==> src/hdl/tlb_pkg.sv <==
// Shared types and constants for the TLB address translation block.
`default_nettype none
package tlb_pkg;

    localparam int VA_W          = 32;
    localparam int WORD_W        = 32;
    localparam int IDX_W         = 5;
    localparam int ASID_W        = 8;
    localparam int PFN_W         = 20;
    localparam int OFFSET_W      = 12;
    localparam int PAGE_PAIR_LSB = 13;
    localparam int ODD_PAGE_BIT  = 12;
    localparam int PFN_LSB       = 6;
    localparam int PFN_MSB       = 25;
    localparam int LO_G          = 0;
    localparam int LO_V          = 1;
    localparam int LO_D          = 2;

    localparam logic OP_TRANSLATE = 1'b0;
    localparam logic OP_WRITE     = 1'b1;

    localparam int   APB_ADDR_W       = 1;
    localparam int   APB_DATA_W       = 32;
    localparam logic ADDR_CURRENT_ASID = 1'b0;

    typedef enum logic [1:0] {
        FAULT_NONE     = 2'd0,
        FAULT_REFILL   = 2'd1,
        FAULT_INVALID  = 2'd2,
        FAULT_MODIFIED = 2'd3
    } t_fault;

    typedef enum logic [1:0] {
        S_IDLE,
        S_RUN,
        S_HOLD
    } t_state;

    typedef struct packed {
        logic [WORD_W-1:0] hi;
        logic [WORD_W-1:0] lo_even;
        logic [WORD_W-1:0] lo_odd;
    } t_entry;

    typedef struct packed {
        logic             valid;
        logic             is_write;
        logic [VA_W-1:0]  va;
        logic             store;
        logic             hit;
        logic [PFN_W-1:0] pfn;
        logic             d;
        logic             v;
    } t_token;

    typedef struct packed {
        logic [VA_W-1:0] physical_address;
        t_fault          fault;
        logic [VA_W-1:0] bad_address;
    } t_result;

endpackage
`default_nettype wire

==> src/hdl/tlb_apb.sv <==
// Configuration register file holding the current ASID behind an APB port.
`default_nettype none
module tlb_apb (
    input  wire logic                            i_clk,
    input  wire logic                            i_rst_n,
    input  wire logic                            psel,
    input  wire logic                            penable,
    input  wire logic                            pwrite,
    input  wire logic [tlb_pkg::APB_ADDR_W-1:0]  paddr,
    input  wire logic [tlb_pkg::APB_DATA_W-1:0]  pwdata,
    output logic [tlb_pkg::APB_DATA_W-1:0]       prdata,
    output logic                                 pready,
    output logic [tlb_pkg::ASID_W-1:0]           o_asid
);
    import tlb_pkg::*;

    logic [ASID_W-1:0] r_asid;
    logic              w_wr;

    assign w_wr   = psel && penable && pwrite && (paddr == ADDR_CURRENT_ASID);
    assign pready = 1'b1;

    always_ff @(posedge i_clk) begin
        if (!i_rst_n) begin
            r_asid <= '0;
        end else if (w_wr) begin
            r_asid <= pwdata[ASID_W-1:0];
        end
    end

    always_comb begin
        unique case (paddr)
            ADDR_CURRENT_ASID: prdata = {{(APB_DATA_W-ASID_W){1'b0}}, r_asid};
            default:           prdata = '0;
        endcase
    end

    assign o_asid = r_asid;

endmodule
`default_nettype wire

==> config.mk <==
export PLATFORM = sky130hd
export DESIGN_NAME = tlb_apb
export DESIGN_NICKNAME = d
export VERILOG_FILES = /design/src/hdl/tlb_pkg.sv /design/src/hdl/tlb_apb.sv
export SDC_FILE = /design/constraint.sdc
export NUM_CORES = 1
export LEC_CHECK = 0
export BUFFER_PORTS_ARGS = -buffer_cell sky130_fd_sc_hd__buf_4
export CORE_MARGIN = 5
export CORE_UTILIZATION = 30
export CTS_BUF_LIST = sky130_fd_sc_hd__clkbuf_2 sky130_fd_sc_hd__clkbuf_4 sky130_fd_sc_hd__clkbuf_8
export CTS_CLUSTER_SIZE = 25
export DETAILED_ROUTE_END_ITERATION = 8
export PLACE_DENSITY = 0.85
export REMOVE_ABC_BUFFERS = 1
export SETUP_SLACK_MARGIN = 0.1
export SLEW_MARGIN = 5
export SYNTH_ARGS = -nofsm -noshare
export SYNTH_HDL_FRONTEND = slang
export SYNTH_SLANG_ARGS = --single-unit
export TNS_END_PERCENT = 1
==> constraint.sdc <==
create_clock -name i_clk -period 1 [get_ports i_clk]
set_clock_uncertainty 0.05 [all_clocks]
set_input_delay 0.15 -clock i_clk [delete_from_list [all_inputs] [get_ports i_clk]]
set_output_delay 0.15 -clock i_clk [all_outputs]
set_load 0.1 [all_outputs]
Yosys cells after proc, flatten, opt, wreduce, memory -nomap -nowiden
Index checks and enable logic that the tools add are counted.
{"block": "totals", "reg_bits": 8, "in_bits": 38, "out_inout_bits": 41, "wordCells": 6}
{"block": "op_classes", "muxes": 1, "n_bitwise": 1, "reduce_logical": 3}
{"op": "$mux 8", "n": 1}
{"op": "$logic_and 1x1->1", "n": 3}
{"op": "$not 1->1", "n": 1}

Longest topological paths before layout
{"block": "logic_depth", "depth_word": 3, "mapped_depth": 4, "mapped_depth_nobuf": 2}

Worst setup path after synthesis
Ideal clock, no wire load.
{"block": "synth_timing", "kind": "register to output", "from": "register r_asid[0], in the netlist o_asid[0]", "to": "output port prdata[0] in the netlist's numbering", "arrival_ns": 1.548, "required_time_ns": 0.800, "slack_ns": -0.748, "stages_incl_launch_ff": 2, "path_buffers": 0, "cell_sequence": "dfxtp_1 > and2b_2"}
{"block": "synth_between", "elab_chain_cells": 1}
{"element": "start, declared", "line_no": "tlb_apb.sv:17", "source": "logic [ASID_W-1:0] r_asid;"}
{"element": "start signal, assigned", "line_no": "tlb_apb.sv:27", "source": "r_asid <= pwdata[ASID_W-1:0];"}
{"element": "$mux 8", "line_no": "tlb_apb.sv:32", "source": "unique case (paddr)"}
{"element": "end, declared", "line_no": "tlb_apb.sv:11", "source": "output logic [tlb_pkg::APB_DATA_W-1:0] prdata,"}
Every way passes these cells.

Worst setup path in the final report
{"block": "layout_timing", "from": "register r_asid[1], in the netlist o_asid[1]", "to": "output port prdata[1] in the netlist's numbering"}
The elaborated chain is that of the path after synthesis.

==> results <==
- The internal portion of the total power is 0.5443 mW.
- The finished layout holds 129 standard cells, fillers aside.
- The worst-case clock buffer depth is 2.
- Of the available clock period, the critical path in the final layout requires 1.149.
- The maximum vdd ir drop is 901.6 uV.
- For flop-to-flop paths, the worst setup slack is between 0.2 and 0.3 ns.
- The worst setup path is of the reg -> out kind.
- The total area inside the core boundary comes to a little under 2000 um^2.
- The average vias per placed instance is 3.698.
- Setup violations remaining at the end of the flow were counted as 16.
- The layout has about 200 filler cells.
- The final worst setup slack is -0.1487 ns.
- The clock-pin transition on the worst setup and hold timing paths is 0.06 ns.
- For this design, the slowest cell found on the critical path is sky130_fd_sc_hd__dfxtp_2.
- The clock tree from TritonCTS is done.
- In this run the number of H-tree levels came out at 1.
- The floorplan die width is 54.60 um.
- The register with the most flip-flops in the layout has 8 of them.
- The initial antenna violation count came to 0.
- STA classifies the critical path startpoint as a flop.
- The top cell types in the final layout, fill and taps aside, are sky130_fd_sc_hd__conb_1, sky130_fd_sc_hd__buf_4, sky130_fd_sc_hd__nand2_1, sky130_fd_sc_hd__buf_12.
- The final total power is roughly 1.2 mW.
- Counting every sink on the clock net gives 8.
- The path class of the tightest hold or removal check is in -> reg.
- The arrival time at the worst endpoint is about 0.95 ns.
- In this run, CTS created clock tree buffers numbering 3.
- Power spread over the standard cell area amounts to between 1000 and 1500 nW/um^2.
- Of the synthesized area, sequential elements account for 0.2683.
- The leakage power figure is 0.4569 nW.
- The buffer type at the clock tree root is sky130_fd_sc_hd__clkbuf_4.
- Of the total power, the share spent switching nets is 0.5408.
- The area growth from synthesis to final layout is 52.20%.
- Data on the critical path is required at its endpoint by 0.80 ns.
- The maximum number of pins on one net before global-route repair is 17.
- Setup total negative slack on the finished layout was measured at -1.601 ns.
- The number of rows in the core area is 16.
- For this run, the number of Yosys warnings is 0.
- The cell count after synthesis came out at 71.
- The number of pins with negative max-slew slack in the final report is 0.
- For this block, the routed nets add up to around 1300 um of wire.
- In this run the cell area of the synthesized design comes to 596.8 um^2.
- The number of distinct library cell variants in the gate-level netlist after synthesis is 10.
- The congestion estimate from routability-driven global placement came to 0.6609.
- STA classifies the critical path endpoint as an output pin.
- Traced cell by cell, the critical path runs through and2b_2 > buf_12.
- The flow ran to the end, but the final reports show violations.
- The first detailed-routing pass took 4 iterations.
- The die covers 2981 um^2.
- Detailed placement ended at an HPWL of 1115 um.
- The final reports fail on negative setup slack.
- Static timing analysis puts the maximum clock frequency at approximately 870 MHz.
- The final-layout worst hold slack is 0.1031 ns.
- Clock latency on the worst-skew pair, taken at its later pin, is 0.25 ns.
- The proportion of layout cells with a drive suffix above 1 is 0.5098.
- The repair_antennas step left the layout with diodes totalling 0.
- The placed cell count is 124.
- For this run, the total global-route usage over all layers was measured as 0.09168.
- The boundary pin count is 79.
- Of the total power, registers draw 0.280.
- The worst-path maximum fanout is 3.
- The number of hold violations in the final report is 0.
- The switching power total is about 0.64 mW.
- The detailed-route DRC error count is 0.
- Summing over every cut layer, the via total after detailed routing is 477.
- The final critical path time including I/O delays and setup is 1.149 ns.
- The max-capacitance violation count is 0.
- The proportion of power drawn by the clock network is 0.208.
- The share of total power dissipated in combinational logic is 0.511.
- During placement, the flow inserted port buffers numbering 29.
- Setup repair after global routing could not meet its margin everywhere.
- The initial cell density of the core is 0.3105.
- The remaining global-route overflow is 0.
- The most common cell after layout, fill and taps aside is sky130_fd_sc_hd__conb_1.
- The highest cell delay on the worst timing path is 0.33 ns.
- Measured along the y axis, the die boundary spans 54.60 um.
- The number of DRC violations after detailed-routing iteration 0 is 2.
- The number of antenna-violating nets in the routed design is 0.
- The first-pass GRT wire length is 1890 um.
- The mean instance size in the synthesized netlist is 8.406 um^2.
- In the final routed layout, each cell accounts on average for 10.44 um.
- The minimum setup slack after placement is -0.08903 ns.
- The via count of the first global-routing pass is 464.
- The final-stage net count is 142.
- The number of register bits inferred by synthesis is 8.
[worst paths after layout]
kind                to  startpoint  depth (start not counted)
max          prdata[1]   o_asid[1]                          2
min          o_asid[5]   pwdata[5]                          3
max reg2reg  o_asid[1]   o_asid[1]                          3
min reg2reg  o_asid[7]   o_asid[7]                          2
[kinds of logic after synthesis]
group         count (synthesis)  synth area share
buf+inv                      28            0.3501
flops                         8            0.2683
mux                           8            0.1342
other cells                   2           0.01258
simple gates                 25            0.2348
[power groups by stage]
stage                     logic (mW)  registers [mW]  clock network, mW
after floorplan                0.461           0.388                  0
after global routing           0.622           0.333              0.277
after CTS                      0.600           0.333              0.261
after detailed placement       0.586           0.338                  0
after global placement         0.582           0.337                  0
final                          0.606           0.332              0.247
[what timing repair did]
item	4_1_cts	5_1_grt
buffers inserted	1	1
setup endpoints to repair	16	16
hold buffers	0	0
gates cloned	0	0
gates resized for setup	34	3
[routing by layer]
layer,global-route usage,part of all wire,up-vias
li1,-,-,232
met1,0.08795,0.34,212
met2,0.1732,0.54,33
met3,0.02452,0.12,0
met4,0.04979,0,0
met5,0,0,-
[stage by stage]
stage,area [um^2],util
floorplan,474.2,-
CTS,888.4,0.4622
global route,908.4,0.4727
finish,908.4,0.4727
global placement,740.7,0.3854
detailed placement,740.7,0.3854
[critical path: cells and delay by family (launching register included)]
family        cells  cell delay [ns]
buf+inv           1             0.16
flops             1             0.33
simple gates      1             0.21
[synth_stat cells]
master | number | area share
sky130_fd_sc_hd__buf_2 | 1 | 0.0084
sky130_fd_sc_hd__nand2_1 | 16 | 0.10
sky130_fd_sc_hd__clkbuf_2 | 1 | 0.0084
sky130_fd_sc_hd__buf_4 | 25 | 0.31
sky130_fd_sc_hd__buf_6 | 1 | 0.019
sky130_fd_sc_hd__conb_1 | 2 | 0.013
sky130_fd_sc_hd__mux2i_1 | 8 | 0.13
sky130_fd_sc_hd__dfxtp_1 | 8 | 0.27
sky130_fd_sc_hd__and2b_2 | 8 | 0.12
sky130_fd_sc_hd__and4b_1 | 1 | 0.017
[area by class of cell]
type                    count  area (um^2)  share of cell area
clock buffers               3        22.52             0.02479
multi-input cells          58        314.1              0.3457
flip-flops and latches      8        170.2              0.1873
well taps                  27        33.78             0.03719
repair buffers             33        367.9              0.4050
No activity file was read; power rests on OpenSTA's default activity.
