## config.mk

```make
export PLATFORM = sky130hd
export DESIGN_NAME = tlb_cell
export DESIGN_NICKNAME = d
export VERILOG_FILES = /design/src/hdl/tlb_pkg.sv /design/src/hdl/tlb_cell.sv
export SDC_FILE = /design/constraint.sdc
export NUM_CORES = 1
export LEC_CHECK = 0
export BUFFER_PORTS_ARGS = -buffer_cell sky130_fd_sc_hd__buf_2
export CAP_MARGIN = 15
export CORE_MARGIN = 8
export CORE_UTILIZATION = 35
export DETAILED_ROUTE_END_ITERATION = 10
export PLACE_DENSITY = 0.67
export SKIP_LAST_GASP = 1
export SYNTH_ARGS = -nofsm -noshare
export SYNTH_HDL_FRONTEND = slang
export SYNTH_SLANG_ARGS = --single-unit
```

## constraint.sdc

```tcl
create_clock -name i_clk -period 3.52 [get_ports i_clk]
set_input_delay 0.352 -clock i_clk [delete_from_list [all_inputs] [get_ports i_clk]]
set_output_delay 0.352 -clock i_clk [all_outputs]
set_load 0.01 [all_outputs]
```

## src/hdl/tlb_pkg.sv

```systemverilog
// Shared types and constants for the TLB address translation block.
`default_nettype none
package tlb_pkg;

    localparam int VA_W          = 32;
    localparam int WORD_W        = 32;
    localparam int IDX_W         = 5;
    localparam int ASID_W        = 8;
    localparam int PFN_W         = 20;
    localparam int OFFSET_W      = 12;
    localparam int PAGE_PAIR_LSB = 13;
    localparam int ODD_PAGE_BIT  = 12;
    localparam int PFN_LSB       = 6;
    localparam int PFN_MSB       = 25;
    localparam int LO_G          = 0;
    localparam int LO_V          = 1;
    localparam int LO_D          = 2;

    localparam logic OP_TRANSLATE = 1'b0;
    localparam logic OP_WRITE     = 1'b1;

    localparam int   APB_ADDR_W       = 1;
    localparam int   APB_DATA_W       = 32;
    localparam logic ADDR_CURRENT_ASID = 1'b0;

    typedef enum logic [1:0] {
        FAULT_NONE     = 2'd0,
        FAULT_REFILL   = 2'd1,
        FAULT_INVALID  = 2'd2,
        FAULT_MODIFIED = 2'd3
    } t_fault;

    typedef enum logic [1:0] {
        S_IDLE,
        S_RUN,
        S_HOLD
    } t_state;

    typedef struct packed {
        logic [WORD_W-1:0] hi;
        logic [WORD_W-1:0] lo_even;
        logic [WORD_W-1:0] lo_odd;
    } t_entry;

    typedef struct packed {
        logic             valid;
        logic             is_write;
        logic [VA_W-1:0]  va;
        logic             store;
        logic             hit;
        logic [PFN_W-1:0] pfn;
        logic             d;
        logic             v;
    } t_token;

    typedef struct packed {
        logic [VA_W-1:0] physical_address;
        t_fault          fault;
        logic [VA_W-1:0] bad_address;
    } t_result;

endpackage
`default_nettype wire

```

## src/hdl/tlb_cell.sv

```systemverilog
// One TLB slot with its compare logic and one stage of the lookup chain.
`default_nettype none
module tlb_cell (
    input  wire logic                        i_clk,
    input  wire logic                        i_rst_n,
    input  wire logic                        i_wr_en,
    input  wire tlb_pkg::t_entry             i_wr_entry,
    input  wire logic [tlb_pkg::ASID_W-1:0]  i_asid,
    input  wire tlb_pkg::t_token             i_tok,
    output tlb_pkg::t_token                  o_tok
);
    import tlb_pkg::*;

    t_entry            r_entry;
    t_token            r_tok;
    t_token            n_tok;
    logic              w_global;
    logic              w_match;
    logic [WORD_W-1:0] w_lo;

    assign w_global = r_entry.lo_even[LO_G] & r_entry.lo_odd[LO_G];
    assign w_lo     = i_tok.va[ODD_PAGE_BIT] ? r_entry.lo_odd : r_entry.lo_even;
    assign w_match  = i_tok.valid && !i_tok.is_write && !i_tok.hit
                   && (r_entry.hi[WORD_W-1:PAGE_PAIR_LSB] == i_tok.va[VA_W-1:PAGE_PAIR_LSB])
                   && (w_global || (r_entry.hi[ASID_W-1:0] == i_asid));

    always_comb begin
        n_tok = i_tok;
        if (w_match) begin
            n_tok.hit = 1'b1;
            n_tok.pfn = w_lo[PFN_MSB:PFN_LSB];
            n_tok.d   = w_lo[LO_D];
            n_tok.v   = w_lo[LO_V];
        end
    end

    always_ff @(posedge i_clk) begin
        if (!i_rst_n) begin
            r_entry <= '0;
            r_tok   <= '0;
        end else begin
            if (i_wr_en) begin
                r_entry <= i_wr_entry;
            end
            r_tok <= n_tok;
        end
    end

    assign o_tok = r_tok;

endmodule
`default_nettype wire

```

# Word level (Yosys, flattened, before mapping)
# Cells that the tools add are included.
# totals
in_bits	165
rom_bits	0
ramBits	0
n_memories	0
reg_bits	142
wordCells	23
out_inout_bits	58
latchBits	0
# classes
n_div	0
bitwise	1
reduce_logical	7
n_shift	0
n_mux	2
mul	0
eq_ne	2
magnitude_cmp	0
add_sub_neg	0
# op_table
operator	n
two-way mux 26 bit	1
two-way mux 23 bit	1
equality test 19 bit	1
equality test 8 bit	1
logical AND 1 bit	4
logical NOT 1 bit	2
AND 1 bit	1
logical OR 1 bit	1

# Depth between registers and ports, before layout
# logic_depth
word_depth	6
depth_mapped	7
ltp_nobuf	5

# Worst setup path before layout
# No wires, ideal clock.
# synth_timing
kind	input to register
startpoint	in i_tok[56] in the netlist's numbering
endpoint	reg r_tok, in the netlist o_tok[11]
setup_slack_ns	2.048
required_time_ns	3.404
arrival_ns	1.356
cell_stages	6
path_buffers	1
setup_time_ns	0.116
path_cell_list	nor3b_1 nand4_1 nor2_1 clkbuf_1 nand4_1 o211a_1
# synth_between
elab_chain_len	6
# synth_lines
item	line	text
from (decl)	tlb_cell.sv:9	input wire tlb_pkg::t_token i_tok,
logical NOT 1 bit	tlb_cell.sv:23	assign w_match = i_tok.valid && !i_tok.is_write && !i_tok.hit
logical AND 1 bit (2 in series)	tlb_cell.sv:23	
logical AND 1 bit	tlb_cell.sv:24	&& (r_entry.hi[WORD_W-1:PAGE_PAIR_LSB] == i_tok.va[VA_W-1:PAGE_PAIR_LSB])
logical AND 1 bit	tlb_cell.sv:25	&& (w_global || (r_entry.hi[ASID_W-1:0] == i_asid));
two-way mux 23 bit	tlb_cell.sv:29	if (w_match) begin
to (signal assigned)	tlb_cell.sv:45	r_tok <= n_tok;
to (decl)	tlb_cell.sv:15	t_token r_tok;
# No other way between the ends.
# A chain may end at the register's enable or synchronous reset.

# Final worst setup path
# layout_timing
startpoint	reg r_entry[87] in the netlist's numbering
endpoint	reg r_tok, in the netlist o_tok[14]
# layout_between
elab_chain_len	4
# layout_lines
item	line	text
from (decl)	tlb_cell.sv:14	t_entry r_entry;
from (signal assigned)	tlb_cell.sv:43	r_entry <= i_wr_entry;
equality test 19 bit	tlb_cell.sv:24	
logical AND 1 bit	tlb_cell.sv:24	
logical AND 1 bit	tlb_cell.sv:25	
two-way mux 23 bit	tlb_cell.sv:29	
# No other way between the ends.

==> metrics.md <==
| Metric | Value |
|---|---|
| Post-synthesis cell type count | `18` |
| Final core occ | `0.474` |
| Number of global-route vias before repair | `4205` |
| Post-Syn Instances | `about 450` |
| Die Ht | `between 100 and 150 µm` |
| Layout cells sized above 1 | `0.362` |
| Post-CTS Hold Fix Bufs | `0` |
| Core Area | `0.0144 mm²` |
| Routability congestion estimate | `0.751` |
| Slowest-stage cell, CP | `and3_1` |
| Hold Fails Final Rpt | `0` |
| Ys Warns | `0` |
| Worst-Skew Late Latency | `0.41 ns` |
| Mux contribution to synthesized area | `0.187` |
| Initial antenna violation count | `2` |
| Nets | `807` |
| Setup Skew | `between 0.006 and 0.007 ns` |
| Crit-path cells | `xnor2_1 -> nand4_1 -> nor3_4 -> buf_4 -> and3_1 -> o211a_1` |
| Post_cts resized | `0` |
| Gr usage total | `0.147` |
| Worst slew pin tran | `1.03 ns` |
| Area leader, netlist | `dfxtp_1` |
| GR Layer Usage met3 | `0.0602` |
| Crit Path Class | `flop to flop` |
| Rel. slew slack | `0.313` |
| CP max stage delay | `0.78 ns` |
| Startpoint Class | `flop` |
| Setup violators final | `0` |
| Post-Synth Adder-Cell Area | `0` |
| Met1 Usage GRT | `0.163` |
| Initial drt markers | `125` |
| Multi-input gate area | `roughly 0.0023 mm²` |
| RSZ-0062 raised after global routing | `no` |
| Synth area leaders | `dfxtp_1 (51%), mux2i_1 (19%), nor2b_1 (9.0%), xnor2_1 (4.6%), o211a_1 (4.3%)` |
| Filler cells | `1328` |
| Post-route cell area | `0.00681 mm²` |
| DR vias | `approximately 4000` |
| Clock transition at path regs | `0.06 ns` |
| Largest family of logic cells by synthesized area | `multiplexers` |
| Clock Tree Buf Depth | `2` |
| CP delay by family, top | `simple AND/OR/NAND/NOR gates` |
| Via density | `~4.7` |
| Final WL | `~14 mm` |
| Mapped Nets | `slightly above 600` |
| GR peak layer | `met2` |
| Crit path max fanout | `23` |
| Clk root buf | `clkbuf_16` |
| Status | `finished clean` |
| Synth Cell Area | `0.00509 mm²` |
| Area share of and/or/nand/nor cells after synthesis | `0.174` |
| Wire per inst | `16.2 µm` |
| GR Util met2 | `0.242` |
| Clock H-tree levels | `4` |
| Max cap viols | `0` |
| CP Data Arrival Time | `2.63 ns` |
| Final Non-Filler Cells | `840` |
| Max-slew violations | `0` |
| CTS tree | `built` |
| FMAX | `438 MHz` |
| First-pass iteration count of the detailed router | `4` |
| First-pass GRT wire length | `21.3 mm` |
| CTS buffer count | `17` |
| Worst min path class | `input port to flop` |
| Final Cycle Share | `0.649` |
| Setup TNS | `0 ns` |
| Synth Area in Compound Gates | `0.0457` |
| Layout Area Growth over Synthesis | `33.7%` |
| Post-synthesis xor/xnor area fraction | `0.0464` |
| IO Count | `between 200 and 250` |
| Total congestion overflow | `0` |
| Post-DP Area | `0.00621 mm²` |
| Crit path required time | `3.87 ns` |
| Die ar. | `0.0187 mm²` |
| Register area | `approximately 0.0026 mm²` |
| Cells after DPL | `roughly 810` |
| Die width | `137 µm` |
| Top cell type's share of synthesized area | `0.515` |
| Fin crit period | `2.28 ns` |
| Post-DP HPWL | `9.93 mm` |
| Largest net degree at the start of global routing | `132` |
| Initial core utilization | `0.354` |
| Worst IR Drop VDD | `between 0.2 and 0.3 mV` |
| Avg Inst Size Synth | `11.2 µm²` |
| CP bufs+invs | `1` |
| Sink Count | `131` |
| Post-CTS setup buffers | `0` |
| Synth Register Bits | `131` |
| Buffers on Ports | `199` |
| Site row count | `44` |
| CP endpoint kind | `flop` |
| Pwr per Cell Area | `approximately 550 mW/mm²` |
| Post-synthesis sequential area ratio | `0.515` |
| Leakage | `3.34 nW` |
| Post-route ant nets | `0` |
| DRC viols | `0` |
registers in the layout (all words and copies together) (netlist names):
| register | cells |
|---|---|
| r_entry | 73 |
| o_tok | 58 |
cells in the mapped netlist:
library cell and number:
and2_1 35, and3_1 1, buf_2 13, buf_4 1, buf_6 2, clkbuf_1 18
dfxtp_1 131, mux2i_1 95, nand2_1 1, nand4_1 29, nor2_1 1, nor2b_1 73
nor3_2 1, nor3b_1 1, o211a_1 22, o21a_1 1, o21ai_1 1, xnor2_1 27
layout by cell type, fill, tap and decap left out, types with 2 or more instances in the layout:
cell	count
nor2b_1	73
dfxtp_1	131
clkbuf_1	2
clkinv_2	4
buf_2	197
xnor2_1	27
clkinv_4	3
clkbuf_16	17
buf_4	7
bufinv_16	3
nand4_1	29
mux2i_1	95
and2_1	35
clkinvlp_4	2
o211a_1	22
through the flow:
| stage | total power [mW] | hold WS [ns] | worst slack (ns) |
|---|---|---|---|
| floorplan | 1.84 | 0.474 | 2.05 |
| global placement | 1.99 | 0.496 | 0.963 |
| detailed placement | 2.00 | 0.506 | 0.911 |
| CTS | 3.79 | 0.129 | 1.17 |
| global route | 3.89 | 0.132 | 0.983 |
| finish | 3.73 | 0.150 | 1.24 |
where the power goes:
part | leakage, nW | internal [mW] | switching [mW] | total, mW
Combinational | 1.96 | 0.196 | 0.165 | 0.361
Sequential | 1.09 | 1.57 | 0.0356 | 1.60
Clock | 0.287 | 1.11 | 0.649 | 1.76
cells by family (layout without fill, tap and decap cells):
| kind of cell | after synthesis | in the layout |
|---|---|---|
| and+or+nand+nor | 142 | 142 |
| AOI/OAI and AO/OA | 24 | 24 |
| muxes | 95 | 95 |
| DFF | 131 | 131 |
| xor gates and xnor gates | 27 | 27 |
| other | 0 | 1 |
| buffers and inverters | 34 | 236 |
layout make-up:
cell class                      count  share of cell area
Multi-Input combinational cell    288               0.341
Tap cell                          184              0.0338
Antenna cell                        1            0.000368
Clock inverter                     13              0.0235
Timing Repair Buffer              204               0.153
Clock buffer                       19              0.0636
Sequential cell                   131               0.385
metal layers:
| layer | up-vias | wire (µm) |
|---|---|---|
| li1 | 1933 | - |
| met1 | 1820 | 5590 |
| met2 | 133 | 6480 |
| met3 | 22 | 1280 |
| met4 | 2 | 235 |
| met5 | - | 12 |
worst paths after layout:
kind / from / endpoint / slack [ns] / cells past startpoint
hold reg to reg: r_entry[57] / r_entry[57] / 0.52 / 2
setup reg to reg: r_entry[87] / o_tok[14] / 1.24 / 6
setup / recovery: r_entry[87] / o_tok[14] / 1.24 / 6
hold / removal: i_tok[24] / o_tok[24] / 0.15 / 2
No activity file was read; power rests on OpenSTA's default activity.
